File: src/positional_list_insert_remove_macros.svh
// Assertion macros shared by the positional list RTL.
`ifndef POSITIONAL_LIST_INSERT_REMOVE_MACROS_SVH
`define POSITIONAL_LIST_INSERT_REMOVE_MACROS_SVH

// Same-cycle implication, disabled during reset.
`define PLI_ASSERT_NOW(label, clk, rst, ante, cons) \
   label: assert property (@(posedge clk) disable iff (rst) (ante) |-> (cons)) \
      else $error("positional list: same-cycle check failed");

// Next-cycle implication, disabled during reset.
`define PLI_ASSERT_NEXT(label, clk, rst, ante, cons) \
   label: assert property (@(posedge clk) disable iff (rst) (ante) |=> (cons)) \
      else $error("positional list: next-cycle check failed");

`endif

File: src/pli_pkg.sv
// Types and codes for the positional list block.
package pli_pkg;

   typedef enum logic [1:0] {
      CMD_INSERT = 2'd0,
      CMD_REMOVE = 2'd1,
      CMD_READ   = 2'd2
   } cmd_type;

   typedef enum logic [1:0] {
      ST_OK    = 2'd0,
      ST_RANGE = 2'd1,
      ST_FULL  = 2'd2
   } status_type;

   typedef enum logic [2:0] {
      S_IDLE,
      S_SHIFT_RD,
      S_SHIFT_WR,
      S_WRITE_VAL,
      S_READ_WAIT
   } state_type;

   typedef struct packed {
      logic [1:0]         command;
      logic [6:0]         position;
      logic signed [31:0] value;
   } req_type;

   typedef struct packed {
      logic signed [31:0] read_value;
      logic [6:0]         element_count;
      logic [1:0]         status;
   } rsp_type;

endpackage

File: src/positional_list_insert_remove.sv
// Top level of the positional list: command sequencer around the element store.
//
//   channel   direction  handshake                    word
//   --------  ---------  ---------------------------  --------------------------
//   request   in         start && !busy               req_data (req_type)
//   response  out        rsp_strobe, one cycle        rsp_data (rsp_type)
//
// Every moved element takes a registered read and then a write on the element store,
// so the shift loop sets the rate. The response strobes in the cycle after the
// command's last cycle, when the next command may already be accepted.
// Reset clears the count and the sequencer; element contents are left as they are.
// The receiver cannot stall: rsp_strobe marks each response word for one cycle only.
module positional_list_insert_remove
   import pli_pkg::*;
#(
   parameter int CAPACITY = 64
) (
   input  logic    clock,
   input  logic    reset,
   input  logic    start,
   output logic    busy,
   input  req_type req_data,
   output logic    rsp_strobe,
   output rsp_type rsp_data
);

`include "positional_list_insert_remove_macros.svh"

   localparam int AW   = (CAPACITY > 1) ? $clog2(CAPACITY) : 1;
   localparam int CW   = $clog2(CAPACITY + 1);
   localparam int CMPW = ((CW > 7) ? CW : 7) + 1;

   state_type          state_ff, state_in;
   logic [1:0]         cmd_ff, cmd_in;
   logic signed [31:0] val_ff, val_in;
   logic [AW-1:0]      idx_ff, idx_in;   // destination of the next move
   logic [AW-1:0]      lim_ff, lim_in;   // where the shift loop stops
   logic [CW-1:0]      count_ff, count_in;
   rsp_type            rsp_ff, rsp_in;
   logic               rsp_strobe_ff, rsp_strobe_in;

   // shared index unit: one step of the shift loop
   logic               is_ins;
   logic [AW-1:0]      nxt;

   // wide views for the range checks
   logic [CMPW-1:0]    pos_ext, pos_m1, cnt_ext, cnt_m1, cnt_p1;
   logic [AW-1:0]      ins_at;

   // store ports
   logic               wr_en;
   logic [AW-1:0]      wr_addr, rd_addr;
   logic signed [31:0] wr_data, rd_data;

   // finishing a command
   logic               fin;
   status_type         fin_status;
   logic [CW-1:0]      fin_count;
   logic signed [31:0] fin_rd;

   pli_store #(
      .DEPTH(CAPACITY),
      .AW   (AW)
   ) u_store (
      .clock  (clock),
      .wr_en  (wr_en),
      .wr_addr(wr_addr),
      .wr_data(wr_data),
      .rd_addr(rd_addr),
      .rd_data(rd_data)
   );

   assign is_ins  = (cmd_ff == CMD_INSERT);
   assign nxt     = is_ins ? (idx_ff - 1'b1) : (idx_ff + 1'b1);

   assign pos_ext = CMPW'(req_data.position);
   assign pos_m1  = pos_ext - 1'b1;
   assign cnt_ext = CMPW'(count_ff);
   assign cnt_m1  = cnt_ext - 1'b1;
   assign cnt_p1  = cnt_ext + 1'b1;
   // insert into an empty list lands first whatever the position
   assign ins_at  = (count_ff == '0) ? '0 : pos_m1[AW-1:0];

   always_ff @(posedge clock) begin
      if (reset) begin
         state_ff      <= S_IDLE;
         count_ff      <= '0;
         rsp_strobe_ff <= 1'b0;
      end else begin
         state_ff      <= state_in;
         count_ff      <= count_in;
         rsp_strobe_ff <= rsp_strobe_in;
      end
   end

   always_ff @(posedge clock) begin
      cmd_ff <= cmd_in;
      val_ff <= val_in;
      idx_ff <= idx_in;
      lim_ff <= lim_in;
      rsp_ff <= rsp_in;
   end

   always_comb begin
      state_in   = state_ff;
      cmd_in     = cmd_ff;
      val_in     = val_ff;
      idx_in     = idx_ff;
      lim_in     = lim_ff;
      wr_en      = 1'b0;
      wr_addr    = idx_ff;
      wr_data    = val_ff;
      rd_addr    = nxt;
      fin        = 1'b0;
      fin_status = ST_OK;
      fin_count  = count_ff;
      fin_rd     = '0;

      unique case (state_ff)
         S_IDLE: begin
            // fetch early so a read command has its word in the following cycle
            rd_addr = pos_m1[AW-1:0];
            if (start) begin
               cmd_in = req_data.command;
               val_in = req_data.value;
               unique case (req_data.command)
                  CMD_INSERT: begin
                     if (cnt_ext >= CMPW'(CAPACITY)) begin
                        fin        = 1'b1;
                        fin_status = ST_FULL;
                     end else if (count_ff == '0 ||
                                  (pos_ext != '0 && pos_ext <= cnt_p1)) begin
                        idx_in = count_ff[AW-1:0];
                        lim_in = ins_at;
                        if (count_ff[AW-1:0] > ins_at) begin
                           state_in = S_SHIFT_RD;
                        end else begin
                           state_in = S_WRITE_VAL;
                        end
                     end else begin
                        fin        = 1'b1;
                        fin_status = ST_RANGE;
                     end
                  end
                  CMD_REMOVE: begin
                     if (pos_ext != '0 && pos_ext <= cnt_ext) begin
                        idx_in = pos_m1[AW-1:0];
                        lim_in = cnt_m1[AW-1:0];
                        if (pos_m1 < cnt_m1) begin
                           state_in = S_SHIFT_RD;
                        end else begin
                           fin       = 1'b1;
                           fin_count = count_ff - 1'b1;
                        end
                     end else begin
                        fin        = 1'b1;
                        fin_status = ST_RANGE;
                     end
                  end
                  CMD_READ: begin
                     if (pos_ext != '0 && pos_ext <= cnt_ext) begin
                        state_in = S_READ_WAIT;
                     end else begin
                        fin        = 1'b1;
                        fin_status = ST_RANGE;
                     end
                  end
                  default: begin
                     // unused code: answer ok, change nothing
                     fin = 1'b1;
                  end
               endcase
            end
         end
         S_SHIFT_RD: begin
            rd_addr  = nxt;
            state_in = S_SHIFT_WR;
         end
         S_SHIFT_WR: begin
            // move the fetched neighbor into the current slot, advance
            wr_en   = 1'b1;
            wr_addr = idx_ff;
            wr_data = rd_data;
            idx_in  = nxt;
            if (is_ins) begin
               state_in = (nxt > lim_ff) ? S_SHIFT_RD : S_WRITE_VAL;
            end else if (nxt < lim_ff) begin
               state_in = S_SHIFT_RD;
            end else begin
               state_in  = S_IDLE;
               fin       = 1'b1;
               fin_count = count_ff - 1'b1;
            end
         end
         S_WRITE_VAL: begin
            wr_en     = 1'b1;
            wr_addr   = idx_ff;
            wr_data   = val_ff;
            state_in  = S_IDLE;
            fin       = 1'b1;
            fin_count = count_ff + 1'b1;
         end
         S_READ_WAIT: begin
            state_in = S_IDLE;
            fin      = 1'b1;
            fin_rd   = rd_data;
         end
      endcase

      count_in                = fin ? fin_count : count_ff;
      rsp_strobe_in           = fin;
      rsp_in                  = rsp_ff;
      if (fin) begin
         rsp_in.read_value    = fin_rd;
         rsp_in.element_count = 7'(CMPW'(fin_count));
         rsp_in.status        = fin_status;
      end
   end

   assign busy       = (state_ff != S_IDLE);
   assign rsp_strobe = rsp_strobe_ff;
   assign rsp_data   = rsp_ff;

   `PLI_ASSERT_NOW(a_count_bound, clock, reset, 1'b1, count_ff <= CW'(CAPACITY))
   `PLI_ASSERT_NOW(a_count_with_rsp, clock, reset, !$stable(count_ff), rsp_strobe_ff)
   `PLI_ASSERT_NOW(a_err_keeps_count, clock, reset,
                   rsp_strobe_ff && rsp_ff.status != ST_OK, $stable(count_ff))
   `PLI_ASSERT_NEXT(a_rd_then_wr, clock, reset, state_ff == S_SHIFT_RD, state_ff == S_SHIFT_WR)

endmodule

File: src/pli_store.sv
// Element store: one write port, one read port with registered read data.
module pli_store
   import pli_pkg::*;
#(
   parameter int DEPTH = 64,
   parameter int AW    = 6
) (
   input  logic                clock,
   input  logic                wr_en,
   input  logic [AW-1:0]       wr_addr,
   input  logic signed [31:0]  wr_data,
   input  logic [AW-1:0]       rd_addr,
   output logic signed [31:0]  rd_data
);

   logic signed [31:0] mem_ff [DEPTH];
   logic signed [31:0] rd_data_ff;

   always_ff @(posedge clock) begin
      if (wr_en) begin
         mem_ff[wr_addr] <= wr_data;
      end
      rd_data_ff <= mem_ff[rd_addr];
   end

   assign rd_data = rd_data_ff;

endmodule

File: config.mk
export PLATFORM = sky130hd
export DESIGN_NAME = positional_list_insert_remove
export DESIGN_NICKNAME = d
export VERILOG_FILES = /design/src/pli_pkg.sv /design/src/positional_list_insert_remove.sv /design/src/pli_store.sv
export VERILOG_INCLUDE_DIRS = /design/src /design/src/src
export SDC_FILE = /design/constraint.sdc
export NUM_CORES = 2
export LEC_CHECK = 0
export ABC_AREA = 1
export BUFFER_PORTS_ARGS = -buffer_cell sky130_fd_sc_hd__buf_2
export CAP_MARGIN = 20
export CELL_PAD_IN_SITES_DETAIL_PLACEMENT = 1
export CELL_PAD_IN_SITES_GLOBAL_PLACEMENT = 1
export CORE_MARGIN = 4
export CORE_UTILIZATION = 43
export DETAILED_ROUTE_END_ITERATION = 10
export PLACE_DENSITY_LB_ADDON = 0.1
export SYNTH_ARGS = -nofsm -noshare
export SYNTH_HDL_FRONTEND = slang
export SYNTH_SLANG_ARGS = --single-unit
File: constraint.sdc
create_clock -name clock -period 5.56 [get_ports clock]
set_input_delay 1.112 -clock clock [delete_from_list [all_inputs] [get_ports clock]]
set_output_delay 1.112 -clock clock [all_outputs]
set_load 0.1 [all_outputs]
==> flow_summary_export.csv <==
group,metric,value,unit
synth,ys_top_cells_by_count,"edfxtp_1 (2135), nand2_1 (2042), nand3_1 (1061), inv_1 (956), o211ai_1 (710)",
worst_setup_path,cpMostUsedCell,"nand2_1",
synth,synthFlopType,"edfxtp_1",
worst_setup_path,cp_slowest_cell,"nor2_1",
place,io_buffers,86,
synth,synth_top_area_share,70.3,%
sta,report.final.slew_viol_count,0,
sta,slew_headroom,26.0,%
worst_setup_path,crit_chain,"nor2_1, ha_1, a21oi_1, nand2_1, nand2_1, nand2_1, a21oi_1, nand2_1, nand2_1, inv_1, ha_1, nand2_1, nor2_1, o21ai_0, nand3_1, nand3_1, nand3_1, inv_1, nand2_2, buf_4",
worst_setup_path,cp.arrival,5170,ps
cts,cts_tree,"built",
pwr,vdd_drop_max,0.402,mV
routing,drt-vias-per-instance,5.69,
worst_setup_path,start_kind,"flip-flop",
routing,wl_per_cell,28.8,um
floorplanning,num_rows,168,
layout,drive_above_1_share,9.09,%
global_route,grt_usage,28.2,%
cts,cts_resized,0,
worst_hold_path,hold_class,"primary input to flip-flop",
worst_setup_path,cp_max_fo,19,
routing,drt_iter0_drc,6306,
floorplanning,num_io_pins,87,
synth,yosysMostFrequentCell,"edfxtp_1",
pwr,power_frac_comb,37.2,%
routing,drc,0,
pwr,power_frac_seq,36.0,%
synth,async_reset_ff_share,0,%
synth,avgSynthCellArea,11.7,um^2
place,hpwlAfterDp,182,mm
global_route,antenna_found_initial,15,
synth,synth_area_leaders,"edfxtp_1 (70%), nand2_1 (8.4%), o211ai_1 (5.8%)",
worst_setup_path,end_kind,"flip-flop",
sta,fmax,0.217,GHz
synth,synth_cell_types,37,
synth,synth-edff-count,2135,
sta,timing.hold.ws,419,ps
pwr,swShare,41.0,%
sta,fin_crit,4610,ps
sta,period_share,82.9,%
worst_setup_path,cpPeakStageDelay,570,ps
pwr,powerDensity,553,nW/um^2
place,place_congestion,0.864,
layout,final_nets,7932,
synth,ys_seq_area_share,71.3,%
floorplanning,start_util,43.4,%
cts,clock_sinks,2178,
sta,worstMarginPinSlew,1110,ps
floorplanning,dieArea,219000,um^2
floorplanning,die_w,469,um
cts,ctsHtreeMaxLevel,4,
synth,syn-num-nets,7860,
flow_run,cap_viol_max_count,0,
worst_setup_path,path_delay_family,"simple AND/OR/NAND/NOR gates",
synth,syn_area,91200,um^2
status,status,"finished, final reports clean",
pwr,intPower,33.7,mW
global_route,grt_overflow,0,
sta,rsz0062_at_grt,"no",
worst_setup_path,critPathKind,"flip-flop to flip-flop",
routing,routed_wl,313,mm
worst_setup_path,timing.critical_path.buf_inv,3,
worst_setup_path,required,6120,ps
sta,setup_viol,0,
routing,vias,61800,
global_route,grt_pass1_wl,448,mm
synth,synth-seq-cells,2178,
sta,hold_violations,0,
cts,clk_pin_slew,60,ps
synth,synth_cells,7768,
cts,ctsHoldBuffers,0,
pwr,p_sw,23.5,mW
cts,clkLatencyLatePin,880,ps
floorplanning,die_h,469,um
cts,cts_buffers,230,
cts,cts.path.max_buffers,3,
sta,tns,0,ps
global_route,grt_max_degree,164,
synth,synth.yosys.warnings,0,
layout,syn2layout_area_growth,13.5,%
cts,postCtsSetupRepairBufs,0,
pwr,clkPwrFrac,26.8,%
cts,cts_root_buffer,"clkbuf_16",
pwr,p_leak,38.7,nW
routing,ant_nets,0,
sta,clock_skew,40.0,ps
routing,dr.pass1.iters,5,
synth,yosysTopAreaCell,"edfxtp_1",
global_route,grt_pass1_vias,62400,
floorplanning,coreArea,210000,um^2
-- metal layers --
layer  vias to the layer above  wire [um]  track usage, %
met1                     32100     135000            39.4
met2                      1986     150000            46.9
met5                         -         12               0
met3                       388      18600            3.39
met4                         2       8930            7.85
li1                      27300          -               -
-- worst register-to-register path, cell delays in order, from the launching register on --
cell	delay [ps]
edfxtp_1	360
nor2_1	570
ha_1	420
a21oi_1	210
nand2_1	80
nand2_1	80
nand2_1	50
a21oi_1	150
nand2_1	70
nand2_1	150
inv_1	90
ha_1	300
nand2_1	80
nor2_1	140
o21ai_0	120
nand3_1	140
nand3_1	290
nand3_1	170
inv_1	80
nand2_2	410
buf_4	340
-- path summary, 6_finish.rpt --
path | endpoint | cells after the start | start | slack (ps)
max | rsp_data[13]$_SDFFCE_PP0P_ | 20 | cmd_ff[1]$_DFFE_PP_ | 950
min | val_ff[30]$_DFFE_PP_ | 1 | req_data[30] | 420
max reg2reg | rsp_data[13]$_SDFFCE_PP0P_ | 20 | cmd_ff[1]$_DFFE_PP_ | 950
min reg2reg | rsp_data[33]$_SDFFCE_PP0P_ | 2 | u_store.rd_data[24]$_DFF_P_ | 660
-- stage by stage --
stage               power, mW  utilization, %  cell area (um^2)  worst slack [ps]  std cells
floorplan                32.8               -             91200               980       7768
global placement         41.8            45.6             95800               906      10400
detailed placement       42.1            45.7             96000               883      10400
CTS                      57.4            49.2            103000              1000      10800
global route             59.5            49.2            103000               642      10900
finish                   57.2            49.2            103000               952      10900
-- cell type report --
type	count	area, um^2
timing repair buffer	305	2650
sequential	2178	65000
fill	21800	107000
clock inverter	137	1250
antenna	13	32.5
tap	2805	3510
inverter	964	3640
clock buffer	299	6180
multi-input combinational	4161	21200
-- cell usage in the layout, fill, tap and decap left out, types with 4 or more instances in the layout --
master,count
o21ai_0,29
nor2_1,80
buf_12,44
clkinv_1,73
clkbuf_8,6
inv_2,17
nand3_1,1061
a21oi_1,17
nor3_1,22
edfxtp_1,2135
inv_1,937
nor2_4,44
nand3b_1,34
clkbuf_16,235
bufinv_16,20
nand4_1,6
clkbuf_1,58
clkinv_2,38
o211ai_1,710
buf_2,86
inv_16,4
nand2_2,4
nand2_1,2039
buf_4,174
dfxtp_1,43
ha_1,47
diode_2,13
xor2_1,10
o21ai_4,37
-- sequential cells by signal (all words and copies together), names as in the netlist --
signal           cells
val_ff              32
u_store.rd_data     32
idx_ff               6
count_ff             7
rsp_data            41
lim_ff               6
rsp_strobe           1
u_store.mem_ff    2048
state_ff             3
cmd_ff               2
-- cell families after synthesis --
logic type | Yosys count | share of synthesized area (%)
AO/OA/AOI/OAI | 800 | 6.38
XOR/XNOR | 13 | 0.125
adder cells (fa/ha/maj) | 48 | 0.667
buffers and inverters | 1429 | 6.31
flip-flops | 2178 | 71.3
AND/OR/NAND/NOR | 3300 | 15.3
-- power groups by stage --
| stage | Combinational (mW) | Clock [mW] | Sequential [mW] |
|---|---|---|---|
| floorplan | 11.2 | 0 | 21.5 |
| global placement | 20.9 | 0 | 20.9 |
| detailed placement | 21.2 | 0 | 20.9 |
| CTS | 21.3 | 15.5 | 20.6 |
| global route | 22.7 | 16.3 | 20.6 |
| finish | 21.3 | 15.3 | 20.6 |
(Power assumes the default switching activity.)
